### config.mk
export PLATFORM = sky130hd
export DESIGN_NAME = two_byte_current_frame_receiver
export DESIGN_NICKNAME = d
export VERILOG_FILES = /design/src/rtl/tbcfr_pkg.sv /design/src/rtl/two_byte_current_frame_receiver.sv /design/src/rtl/tbcfr_cfg_regs.sv /design/src/rtl/tbcfr_decode.sv
export SDC_FILE = /design/constraint.sdc
export NUM_CORES = 1
export LEC_CHECK = 0
export BUFFER_PORTS_ARGS = -buffer_cell sky130_fd_sc_hd__buf_2
export CAP_MARGIN = 0
export CORE_UTILIZATION = 55
export DETAILED_ROUTE_END_ITERATION = 10
export GPL_TIMING_DRIVEN = 0
export PLACE_DENSITY = 0.74
export RECOVER_POWER = 100
export SYNTH_ARGS = -nofsm -noshare
export SYNTH_HDL_FRONTEND = slang
export SYNTH_HIERARCHICAL = 1
export SYNTH_SLANG_ARGS = --single-unit
### constraint.sdc
create_clock -name i_clk -period 16 [get_ports i_clk]
set_input_delay 2.4 -clock i_clk [delete_from_list [all_inputs] [get_ports i_clk]]
set_output_delay 2.4 -clock i_clk [all_outputs]
set_load 0.01 [all_outputs]
### src/rtl/tbcfr_pkg.sv
`default_nettype none

package tbcfr_pkg;

    localparam int unsigned BYTE_W     = 8;
    localparam int unsigned POINT_W    = 10;
    localparam int unsigned ZERO_W     = 11;
    localparam int unsigned STEP_W     = 24;
    localparam int unsigned CURRENT_W  = 36;
    localparam int unsigned COUNT_W    = 32;
    localparam int unsigned CFG_IDX_W  = 2;
    localparam int unsigned CFG_DATA_W = 24;
    localparam int unsigned RESULT_W   = 192;

    localparam logic [CFG_IDX_W-1:0] CFG_FRAMING_MASK  = 2'd0;
    localparam logic [CFG_IDX_W-1:0] CFG_ZERO_POINT_X2 = 2'd1;
    localparam logic [CFG_IDX_W-1:0] CFG_STEP_Q16      = 2'd2;

    localparam logic [BYTE_W-1:0] FRAMING_MASK_RST  = 8'h01;
    localparam logic [ZERO_W-1:0] ZERO_POINT_X2_RST = 11'd1023;
    localparam logic [STEP_W-1:0] STEP_Q16_RST      = 24'd65536;

    localparam logic [3:0] CHECK_MATCH = 4'hF;

    typedef enum logic [1:0] {
        OUTCOME_INCOMPLETE = 2'd0,
        OUTCOME_NO_START   = 2'd1,
        OUTCOME_OK         = 2'd2,
        OUTCOME_BAD_CHECK  = 2'd3
    } t_outcome;

    typedef struct packed {
        logic [BYTE_W-1:0] framing_mask;
        logic [ZERO_W-1:0] zero_point_x2;
        logic [STEP_W-1:0] step_q16;
    } t_cfg;

    // last member sits in the lowest bits, matching the tdata layout
    typedef struct packed {
        logic [COUNT_W-1:0]          wrong_total;
        logic [COUNT_W-1:0]          incomplete_total;
        logic [COUNT_W-1:0]          message_total;
        logic [COUNT_W-1:0]          packet_total;
        logic signed [CURRENT_W-1:0] current_q16;
        logic [POINT_W-1:0]          scale_point;
        logic [BYTE_W-1:0]           second_packet;
        logic [BYTE_W-1:0]           first_packet;
        t_outcome                    outcome;
    } t_result;

endpackage

`default_nettype wire

### src/rtl/two_byte_current_frame_receiver.sv
// an accepted word is held in the input register, its result in the result register
// throughput: one word per cycle while the master side takes results; the decode and
//   the 12 x 25 bit multiply sit between the input register and the result register
// two words are held when the master side stalls: one in each register
// reset: synchronous active low, clears counters and message state and loads the
//   register defaults (framing mask 0x01, zero point 1023 half steps, step 1.0)
`default_nettype none

module two_byte_current_frame_receiver (
    input  wire logic                                 i_clk,
    input  wire logic                                 i_rst_n,
    input  wire logic                                 s_axis_tvalid,
    output logic                                      s_axis_tready,
    // rx_byte
    input  wire logic [tbcfr_pkg::BYTE_W-1:0]         s_axis_tdata,
    output logic                                      m_axis_tvalid,
    input  wire logic                                 m_axis_tready,
    // outcome, first_packet, second_packet, scale_point, current_q16,
    // packet_total, message_total, incomplete_total, wrong_total
    output logic [tbcfr_pkg::RESULT_W-1:0]            m_axis_tdata,
    input  wire logic                                 i_cfg_we,
    input  wire logic [tbcfr_pkg::CFG_IDX_W-1:0]      i_cfg_idx,
    input  wire logic [tbcfr_pkg::CFG_DATA_W-1:0]     i_cfg_data
);

    logic                               r_in_valid;
    logic [tbcfr_pkg::BYTE_W-1:0]       r_in_byte;
    logic                               r_out_valid;
    tbcfr_pkg::t_result                 r_out_data;

    tbcfr_pkg::t_cfg                    cfg;
    tbcfr_pkg::t_result                 result;
    logic                               commit;

    assign commit        = r_in_valid && (!r_out_valid || m_axis_tready);
    assign s_axis_tready = !r_in_valid || commit;

    tbcfr_cfg_regs u_cfg_regs (
        .i_clk      (i_clk),
        .i_rst_n    (i_rst_n),
        .i_cfg_we   (i_cfg_we),
        .i_cfg_idx  (i_cfg_idx),
        .i_cfg_data (i_cfg_data),
        .o_cfg      (cfg)
    );

    tbcfr_decode u_decode (
        .i_clk    (i_clk),
        .i_rst_n  (i_rst_n),
        .i_commit (commit),
        .i_byte   (r_in_byte),
        .i_cfg    (cfg),
        .o_result (result)
    );

    always_ff @(posedge i_clk) begin
        if (!i_rst_n) begin
            r_in_valid <= 1'b0;
        end else if (s_axis_tready) begin
            r_in_valid <= s_axis_tvalid;
        end
    end

    always_ff @(posedge i_clk) begin
        if (s_axis_tready && s_axis_tvalid) begin
            r_in_byte <= s_axis_tdata;
        end
    end

    always_ff @(posedge i_clk) begin
        if (!i_rst_n) begin
            r_out_valid <= 1'b0;
        end else if (commit) begin
            r_out_valid <= 1'b1;
        end else if (m_axis_tready) begin
            r_out_valid <= 1'b0;
        end
    end

    always_ff @(posedge i_clk) begin
        if (commit) begin
            r_out_data <= result;
        end
    end

    assign m_axis_tvalid = r_out_valid;
    assign m_axis_tdata  = r_out_data;

`ifndef SYNTH
    a_commit_shows: assert property (@(posedge i_clk) disable iff (!i_rst_n)
        commit |=> m_axis_tvalid)
        else $error("committed word not presented");

    a_stall_only_full: assert property (@(posedge i_clk) disable iff (!i_rst_n)
        !s_axis_tready |-> (r_in_valid && r_out_valid && !m_axis_tready))
        else $error("slave side stalled with room left");

    a_zero_unless_ok: assert property (@(posedge i_clk) disable iff (!i_rst_n)
        (r_out_valid && r_out_data.outcome != tbcfr_pkg::OUTCOME_OK)
            |-> (r_out_data.current_q16 == '0 && r_out_data.scale_point == '0))
        else $error("current reported without a decoded message");

    a_packet_count: assert property (@(posedge i_clk) disable iff (!i_rst_n)
        (commit && $past(commit) && $past(i_rst_n))
            |=> r_out_data.packet_total == $past(r_out_data.packet_total) + 1'b1)
        else $error("packet total did not advance by one");
`endif

endmodule

`default_nettype wire

### src/rtl/tbcfr_cfg_regs.sv
`default_nettype none

module tbcfr_cfg_regs (
    input  wire logic                                 i_clk,
    input  wire logic                                 i_rst_n,
    input  wire logic                                 i_cfg_we,
    input  wire logic [tbcfr_pkg::CFG_IDX_W-1:0]      i_cfg_idx,
    input  wire logic [tbcfr_pkg::CFG_DATA_W-1:0]     i_cfg_data,
    output tbcfr_pkg::t_cfg                           o_cfg
);

    tbcfr_pkg::t_cfg r_cfg;

    always_ff @(posedge i_clk) begin
        if (!i_rst_n) begin
            r_cfg.framing_mask  <= tbcfr_pkg::FRAMING_MASK_RST;
            r_cfg.zero_point_x2 <= tbcfr_pkg::ZERO_POINT_X2_RST;
            r_cfg.step_q16      <= tbcfr_pkg::STEP_Q16_RST;
        end else if (i_cfg_we) begin
            unique case (i_cfg_idx)
                tbcfr_pkg::CFG_FRAMING_MASK: begin
                    r_cfg.framing_mask <= i_cfg_data[tbcfr_pkg::BYTE_W-1:0];
                end
                tbcfr_pkg::CFG_ZERO_POINT_X2: begin
                    r_cfg.zero_point_x2 <= i_cfg_data[tbcfr_pkg::ZERO_W-1:0];
                end
                tbcfr_pkg::CFG_STEP_Q16: begin
                    r_cfg.step_q16 <= i_cfg_data[tbcfr_pkg::STEP_W-1:0];
                end
                default: begin
                end
            endcase
        end
    end

    assign o_cfg = r_cfg;

endmodule

`default_nettype wire

### src/rtl/tbcfr_decode.sv
`default_nettype none

module tbcfr_decode (
    input  wire logic                             i_clk,
    input  wire logic                             i_rst_n,
    input  wire logic                             i_commit,
    input  wire logic [tbcfr_pkg::BYTE_W-1:0]     i_byte,
    input  wire tbcfr_pkg::t_cfg                  i_cfg,
    output tbcfr_pkg::t_result                    o_result
);

    logic                               r_held_count;
    logic [tbcfr_pkg::BYTE_W-1:0]       r_held_byte;
    logic                               r_start_seen;
    logic [tbcfr_pkg::COUNT_W-1:0]      r_packet_cnt;
    logic [tbcfr_pkg::COUNT_W-1:0]      r_message_cnt;
    logic [tbcfr_pkg::COUNT_W-1:0]      r_incomplete_cnt;
    logic [tbcfr_pkg::COUNT_W-1:0]      r_wrong_cnt;

    logic                               n_held_count;
    logic [tbcfr_pkg::BYTE_W-1:0]       n_held_byte;
    logic                               n_start_seen;
    logic [tbcfr_pkg::COUNT_W-1:0]      n_packet_cnt;
    logic [tbcfr_pkg::COUNT_W-1:0]      n_message_cnt;
    logic [tbcfr_pkg::COUNT_W-1:0]      n_incomplete_cnt;
    logic [tbcfr_pkg::COUNT_W-1:0]      n_wrong_cnt;

    logic                               is_start;
    logic                               start_eff;
    logic                               check_ok;
    logic [tbcfr_pkg::POINT_W-1:0]      point;
    logic signed [11:0]                 diff;
    logic signed [36:0]                 prod;

    assign is_start  = (i_byte & i_cfg.framing_mask) == '0;
    assign start_eff = is_start || r_start_seen;
    assign check_ok  = (i_byte[7:4] ^ r_held_byte[4:1]) == tbcfr_pkg::CHECK_MATCH;
    assign point     = {i_byte[7:1], r_held_byte[7:5]};
    // twice the point less the zero point, in half steps
    assign diff      = $signed({1'b0, point, 1'b0}) - $signed({1'b0, i_cfg.zero_point_x2});
    assign prod      = diff * $signed({1'b0, i_cfg.step_q16});

    always_comb begin
        n_held_count     = r_held_count;
        n_held_byte      = r_held_byte;
        n_start_seen     = r_start_seen;
        n_packet_cnt     = r_packet_cnt + 1'b1;
        n_message_cnt    = r_message_cnt;
        n_incomplete_cnt = r_incomplete_cnt;
        n_wrong_cnt      = r_wrong_cnt;

        o_result               = '0;
        o_result.outcome       = tbcfr_pkg::OUTCOME_INCOMPLETE;

        if (is_start && r_held_count) begin
            n_incomplete_cnt = r_incomplete_cnt + 1'b1;
        end

        if (!r_held_count || is_start) begin
            n_held_byte  = i_byte;
            n_held_count = 1'b1;
            n_start_seen = start_eff;
        end else begin
            o_result.first_packet  = r_held_byte;
            o_result.second_packet = i_byte;
            if (r_start_seen) begin
                if (check_ok) begin
                    o_result.outcome     = tbcfr_pkg::OUTCOME_OK;
                    o_result.scale_point = point;
                    o_result.current_q16 = prod[36:1];
                end else begin
                    o_result.outcome = tbcfr_pkg::OUTCOME_BAD_CHECK;
                    n_wrong_cnt      = r_wrong_cnt + 1'b1;
                end
            end else begin
                o_result.outcome = tbcfr_pkg::OUTCOME_NO_START;
            end
            n_message_cnt = r_message_cnt + 1'b1;
            n_held_count  = 1'b0;
            n_start_seen  = 1'b0;
        end

        o_result.packet_total     = n_packet_cnt;
        o_result.message_total    = n_message_cnt;
        o_result.incomplete_total = n_incomplete_cnt;
        o_result.wrong_total      = n_wrong_cnt;
    end

    always_ff @(posedge i_clk) begin
        if (!i_rst_n) begin
            r_held_count     <= 1'b0;
            r_held_byte      <= '0;
            r_start_seen     <= 1'b0;
            r_packet_cnt     <= '0;
            r_message_cnt    <= '0;
            r_incomplete_cnt <= '0;
            r_wrong_cnt      <= '0;
        end else if (i_commit) begin
            r_held_count     <= n_held_count;
            r_held_byte      <= n_held_byte;
            r_start_seen     <= n_start_seen;
            r_packet_cnt     <= n_packet_cnt;
            r_message_cnt    <= n_message_cnt;
            r_incomplete_cnt <= n_incomplete_cnt;
            r_wrong_cnt      <= n_wrong_cnt;
        end
    end

endmodule

`default_nettype wire

* Yosys cells after proc, flatten, opt, wreduce, memory -nomap -nowiden
Cells that the tools add are included.
** Word-level totals
- Register bits :: 383
- Input bits :: 39
- Output and inout bits :: 194
- Logic and storage cells :: 66
** Cells by class
- $add $sub $neg :: 5
- $mul :: 1
- Equality and inequality tests :: 3
- Muxes and demuxes :: 11
- Bitwise gates (word level) :: 4
- Reductions and logical operators :: 19
** Operator list (count)
- 32-bit two-way mux :: 5
- 32-bit by 1-bit adder with 32-bit output, second input constant :: 4
- 12-bit by 25-bit multiplier with 37-bit output :: 1
- 11-bit by 11-bit subtractor with 12-bit output :: 1
- 8-bit bitwise AND :: 1
- 8-bit logical NOT :: 1
- 2-bit AND reduction :: 4
- 1-bit two-way mux :: 6
- 4-bit equality test, second input constant :: 1
- 1-bit logical OR :: 4
- 4-bit bitwise XOR :: 1
- 1-bit logical AND :: 3
- 1-bit logical NOT :: 3
- 3-bit OR reduction :: 1
- 2-bit by 1-bit equality test with 1-bit output, second input constant :: 1
- 2-bit equality test, second input constant :: 1
- 2-bit logical NOT :: 1
- 1-bit inverter :: 2
- 2-bit nonzero test :: 1
- 2-bit OR reduction :: 1

* Depth between registers and ports, before layout
- Depth after elaboration :: 5
- Mapped depth :: 31
- Depth with buffers taken out :: 27

* Hierarchy
The synthesis kept the hierarchy.
** By module, submodules not included
- tbcfr_decode :: times used 1, cells an instance 2324, area each 18671.7 µm²
- two_byte_current_frame_receiver :: times used 1, cells an instance 209, area each 6109.6 µm²
- tbcfr_cfg_regs :: times used 1, cells an instance 182, area each 1735.4 µm²

* Worst setup path before layout
OpenSTA, ideal clock, no wires.
- Kind :: input-to-reg
- From :: input port m_axis_tready
- To :: register u_decode/r_wrong_cnt[4] (netlist bit)
- Setup time :: 0.076 ns
- Arrival time :: 12.748 ns
- Slack :: 3.176 ns
- Cell stages on the path :: 8
- Cell sequence :: nor2b_4 -> nor2b_1 -> clkbuf_1 -> inv_1 -> or4_1 -> clkbuf_1 -> or3_2 -> a21boi_0
** Between the ends
- Word-level cells in the longest chain between the ends :: 2
** RTL lines
- start: declaration :: RTL line two_byte_current_frame_receiver.sv:17 : input wire logic m_axis_tready,
- 1-bit logical OR :: RTL line two_byte_current_frame_receiver.sv:35 : assign commit = r_in_valid && (!r_out_valid || m_axis_tready);
- 1-bit logical AND :: RTL line two_byte_current_frame_receiver.sv:35
- net commit :: RTL line two_byte_current_frame_receiver.sv:33 : logic commit;
- end signal: assignment :: RTL line tbcfr_decode.sv:105 : r_wrong_cnt <= n_wrong_cnt;
- end: declaration :: RTL line tbcfr_decode.sv:18 : logic [tbcfr_pkg::COUNT_W-1:0] r_wrong_cnt;
The timed path passes the listed nets, and every way through them passes these cells.
A chain may end at the register's enable or synchronous reset.

* Worst setup path after layout
- From :: register u_cfg_regs.r_cfg (netlist bit u_cfg_regs/o_cfg[24])
- To :: register r_out_data (netlist bit m_axis_tdata[54]) (data pin)
** Between the ends
- Word-level cells in the longest chain between the ends :: 2
** RTL lines
- start: declaration :: RTL line tbcfr_cfg_regs.sv:12 : tbcfr_pkg::t_cfg r_cfg;
- 11-bit by 11-bit subtractor with 12-bit output :: RTL line tbcfr_decode.sv:40 : assign diff = $signed({1'b0, point, 1'b0}) - $signed({1'b0, i_cfg.zero_point_x2});
- 12-bit by 25-bit multiplier with 37-bit output :: RTL line tbcfr_decode.sv:41 : assign prod = diff * $signed({1'b0, i_cfg.step_q16});
- end signal: assignment :: RTL line two_byte_current_frame_receiver.sv:82 : r_out_data <= result;
- end: declaration :: RTL line two_byte_current_frame_receiver.sv:29 : tbcfr_pkg::t_result r_out_data;
No other way between the ends.

==> run_results.csv <==
group,metric,value,unit
clock_network,numCtsBuffers,42,
global_route,globalRouteMet2Util,0.4697,
synthesis,synth-seq-area-share,0.3646,
timing,hold_violations,0,
pwr,powerDensity,98.30,nW/um^2
floorplanning,row_count,80,
setup_path,criticalPathCategory,"flop to flop",
synthesis,synth.distinct_cells,71,
setup_path,path_max_fanout,10,
synthesis,synth_area,26520,sq um
clock_network,cts_tree,"built",
clock_network,root_buffer,"clkbuf_16",
clock_network,cts_num_sinks,383,
synthesis,synth-edff-count,200,
timing,tightest_slew,2.516,ns
global_route,grt_pass1_wl,107400,microns
setup_path,crit_start,"u_cfg_regs/o_cfg[24]",
synthesis,syn_nets,3090,
run_status,violations,"max-capacitance violations, max-slew violations",
timing,finClkSkew,0.03556,ns
synthesis,synthArstFlopShare,0,
clock_network,clock_latency,0.59,ns
route,drt_iter0_markers,1522,
layout,nets,3372,
placement,place_congestion,0.9357,
floorplanning,start_util,0.5565,
flow_run,drv_cap,7,
global_route,use_met3,0.03750,
route,wl,68380,microns
synthesis,ys_warn_count,6,
setup_path,required,16.36,ns
layout,diodes,0,
setup_path,worstSetupEndpointType,"flop",
route,antenna_left,0,
layout,drive_above_1_share,0.04652,
global_route,grt_util_met1,0.3600,
setup_path,cp.arrival,10.41,ns
setup_path,slowest_delay,0.60,ns
floorplanning,pin_count,233,
setup_path,worst-path-buf-inv,8,
run_status,outcome,"finished with violations",
global_route,top_usage_layer,"met2",
floorplanning,die_x,221.6,microns
clock_network,cts.clk_slew.worst_paths,0.06,ns
layout,final_cell_mix,"nand2_1 (388), clkbuf_1 (331), inv_1 (324)",
timing,slew_headroom,-0.6807,
placement,hpwl,52440,microns
clock_network,max-clock-path-buffers,3,
global_route,antenna_found_initial,0,
global_route,grt_max_degree,40,
setup_path,startpoint_type,"flop",
timing,fmax,0.09950,GHz
clock_network,cts_hold_buf,0,
route,viasPerCell,5.535,
setup_path,worstReg2RegStart,"u_cfg_regs/o_cfg[24]",
timing,min_period,10.05,ns
min_path,worstHoldStart,"u_cfg_regs/o_cfg[34]",
layout,fill_cells,3991,
synthesis,ys_ff_latch,383,
timing,post-route-period-util,0.6281,
layout,final_common_cell,"nand2_1",
floorplanning,die_h,221.6,microns
global_route,track_usage,0.2782,
pwr,power.total,2.922,mW
placement,port_buffers,232,
min_path,hold_path.class,"flop to flop",
layout,final_util,0.6239,
floorplanning,coreArea,47650,sq um
route,dr.pass1.iters,5,
pwr,ir_worst_vdd,0.08318,mV
timing,slew_violations,198,
route,vias,20180,
synthesis,netlist_instances,2715,
synthesis,synth_top_flop_cell,"edfxtp_1",
timing,rsz0062_at_grt,"false",
global_route,grt_pass1_vias,20000,
global_route,grt_overflow,0,
setup_path,cpMostUsedCell,"fa_1",
setup_path,critPathSlowestCell,"a2111oi_0",
layout,layout-area-overhead-vs-synth,12.11,%
clock_network,cts_setup_buffers,0,
clock_network,htreeDepth,2,
floorplanning,dieArea,49090,sq um
route,drc_errors,0,
pwr,leakage,12.18,nW
synthesis,synth.avg_cell_area,9.767,sq um
clock_network,ctsResizeCount,0,
setup_path,path_delay_family,"adder cells",
route,wl_per_cell,18.75,microns
timing,setup_violations,0,
## worst min-delay path, delay by kind of cell, from the launching register on
family	cells	cell delay, ns
flip-flops	1	0.31
multiplexers	1	0.05
AND/OR/NAND/NOR	1	0.05
## sequential cells by signal, summed over array words and instances (netlist names)
| name | flops |
|---|---|
| u_decode/r_wrong_cnt | 32 |
| r_in_byte | 8 |
| u_decode/r_held_count | 1 |
| m_axis_tvalid | 1 |
| u_decode/r_incomplete_cnt | 32 |
| r_in_valid | 1 |
| u_decode/r_message_cnt | 32 |
| u_cfg_regs/o_cfg | 43 |
| m_axis_tdata | 192 |
| u_decode/r_packet_cnt | 32 |
| u_decode/r_start_seen | 1 |
| u_decode/r_held_byte | 8 |
## layout make-up
type	instances	area (sq um)	area share
flip-flops and latches	383	9669	0.3253
multi-input cells	1871	15030	0.5056
repair buffers	238	944.7	0.03178
well taps	615	769.5	0.02588
plain buffers	137	546.8	0.01839
clock buffers	53	1182	0.03977
clock inverters	25	369.1	0.01242
inverters	324	1216	0.04091
## report_power, final
part	internal [mW]	total (mW)	switching, mW
clock network	0.644	1.06	0.419
registers	1.06	1.08	0.0183
logic	0.264	0.777	0.514
## kinds of logic after synthesis
group | count (synthesis) | share of synthesized area
AOI/OAI and AO/OA | 207 | 0.04940
xor gates and xnor gates | 252 | 0.08324
adders and majority gates | 336 | 0.2214
buffers and inverters | 461 | 0.06672
DFF | 383 | 0.3646
muxes | 45 | 0.01708
and+or+nand+nor | 1031 | 0.1975
## per-stage QoR
| stage | instance area (sq um) | hold WS (ns) | setup slack (ns) | setup TNS, ns | cells |
|---|---|---|---|---|---|
| 2_1_floorplan | 26520 | 0.4382 | 3.176 | 0 | 2715 |
| 3_5_place_dp | 28570 | 0.4531 | 6.348 | 0 | 3568 |
| 6_report | 29730 | 0.4590 | 5.950 | 0 | 3646 |
| 4_1_cts | 30120 | 0.4617 | 6.315 | 0 | 3646 |
| 3_3_place_gp | 28450 | 0.4469 | -0.5453 | -20.65 | 3562 |
| 5_1_grt | 29730 | 0.4774 | 5.480 | 0 | 3646 |
## cell usage after synthesis (all sizes together), types with 81 or more instances
cell | number | area, sq um
xnor2 | 171 | 1498
and2 | 175 | 1095
nand2 | 389 | 1463
ha | 114 | 1426
xor2 | 81 | 709.4
fa | 222 | 4444
edfxtp | 200 | 6006
nand3 | 92 | 473.0
dfxtp | 183 | 3664
inv | 324 | 1216
nor2 | 112 | 420.4
clkbuf | 121 | 454.2
## path summary, 6_finish.rpt
path	end	slack, ns	depth (start not counted)
worst max-delay path	m_axis_tdata[54]	5.95	29
worst min-delay path	u_cfg_regs/o_cfg[34]	0.46	2
worst max register to register	m_axis_tdata[54]	5.95	29
worst min register to register	u_cfg_regs/o_cfg[34]	0.46	2
## routing by layer
layer  part of all wire  routed length, microns
met1               0.41                   28180
met2               0.49                   33290
met3              0.059                    4030
met4              0.042                    2874
met5                  0                       0
No activity file was read; power rests on OpenSTA's default activity.
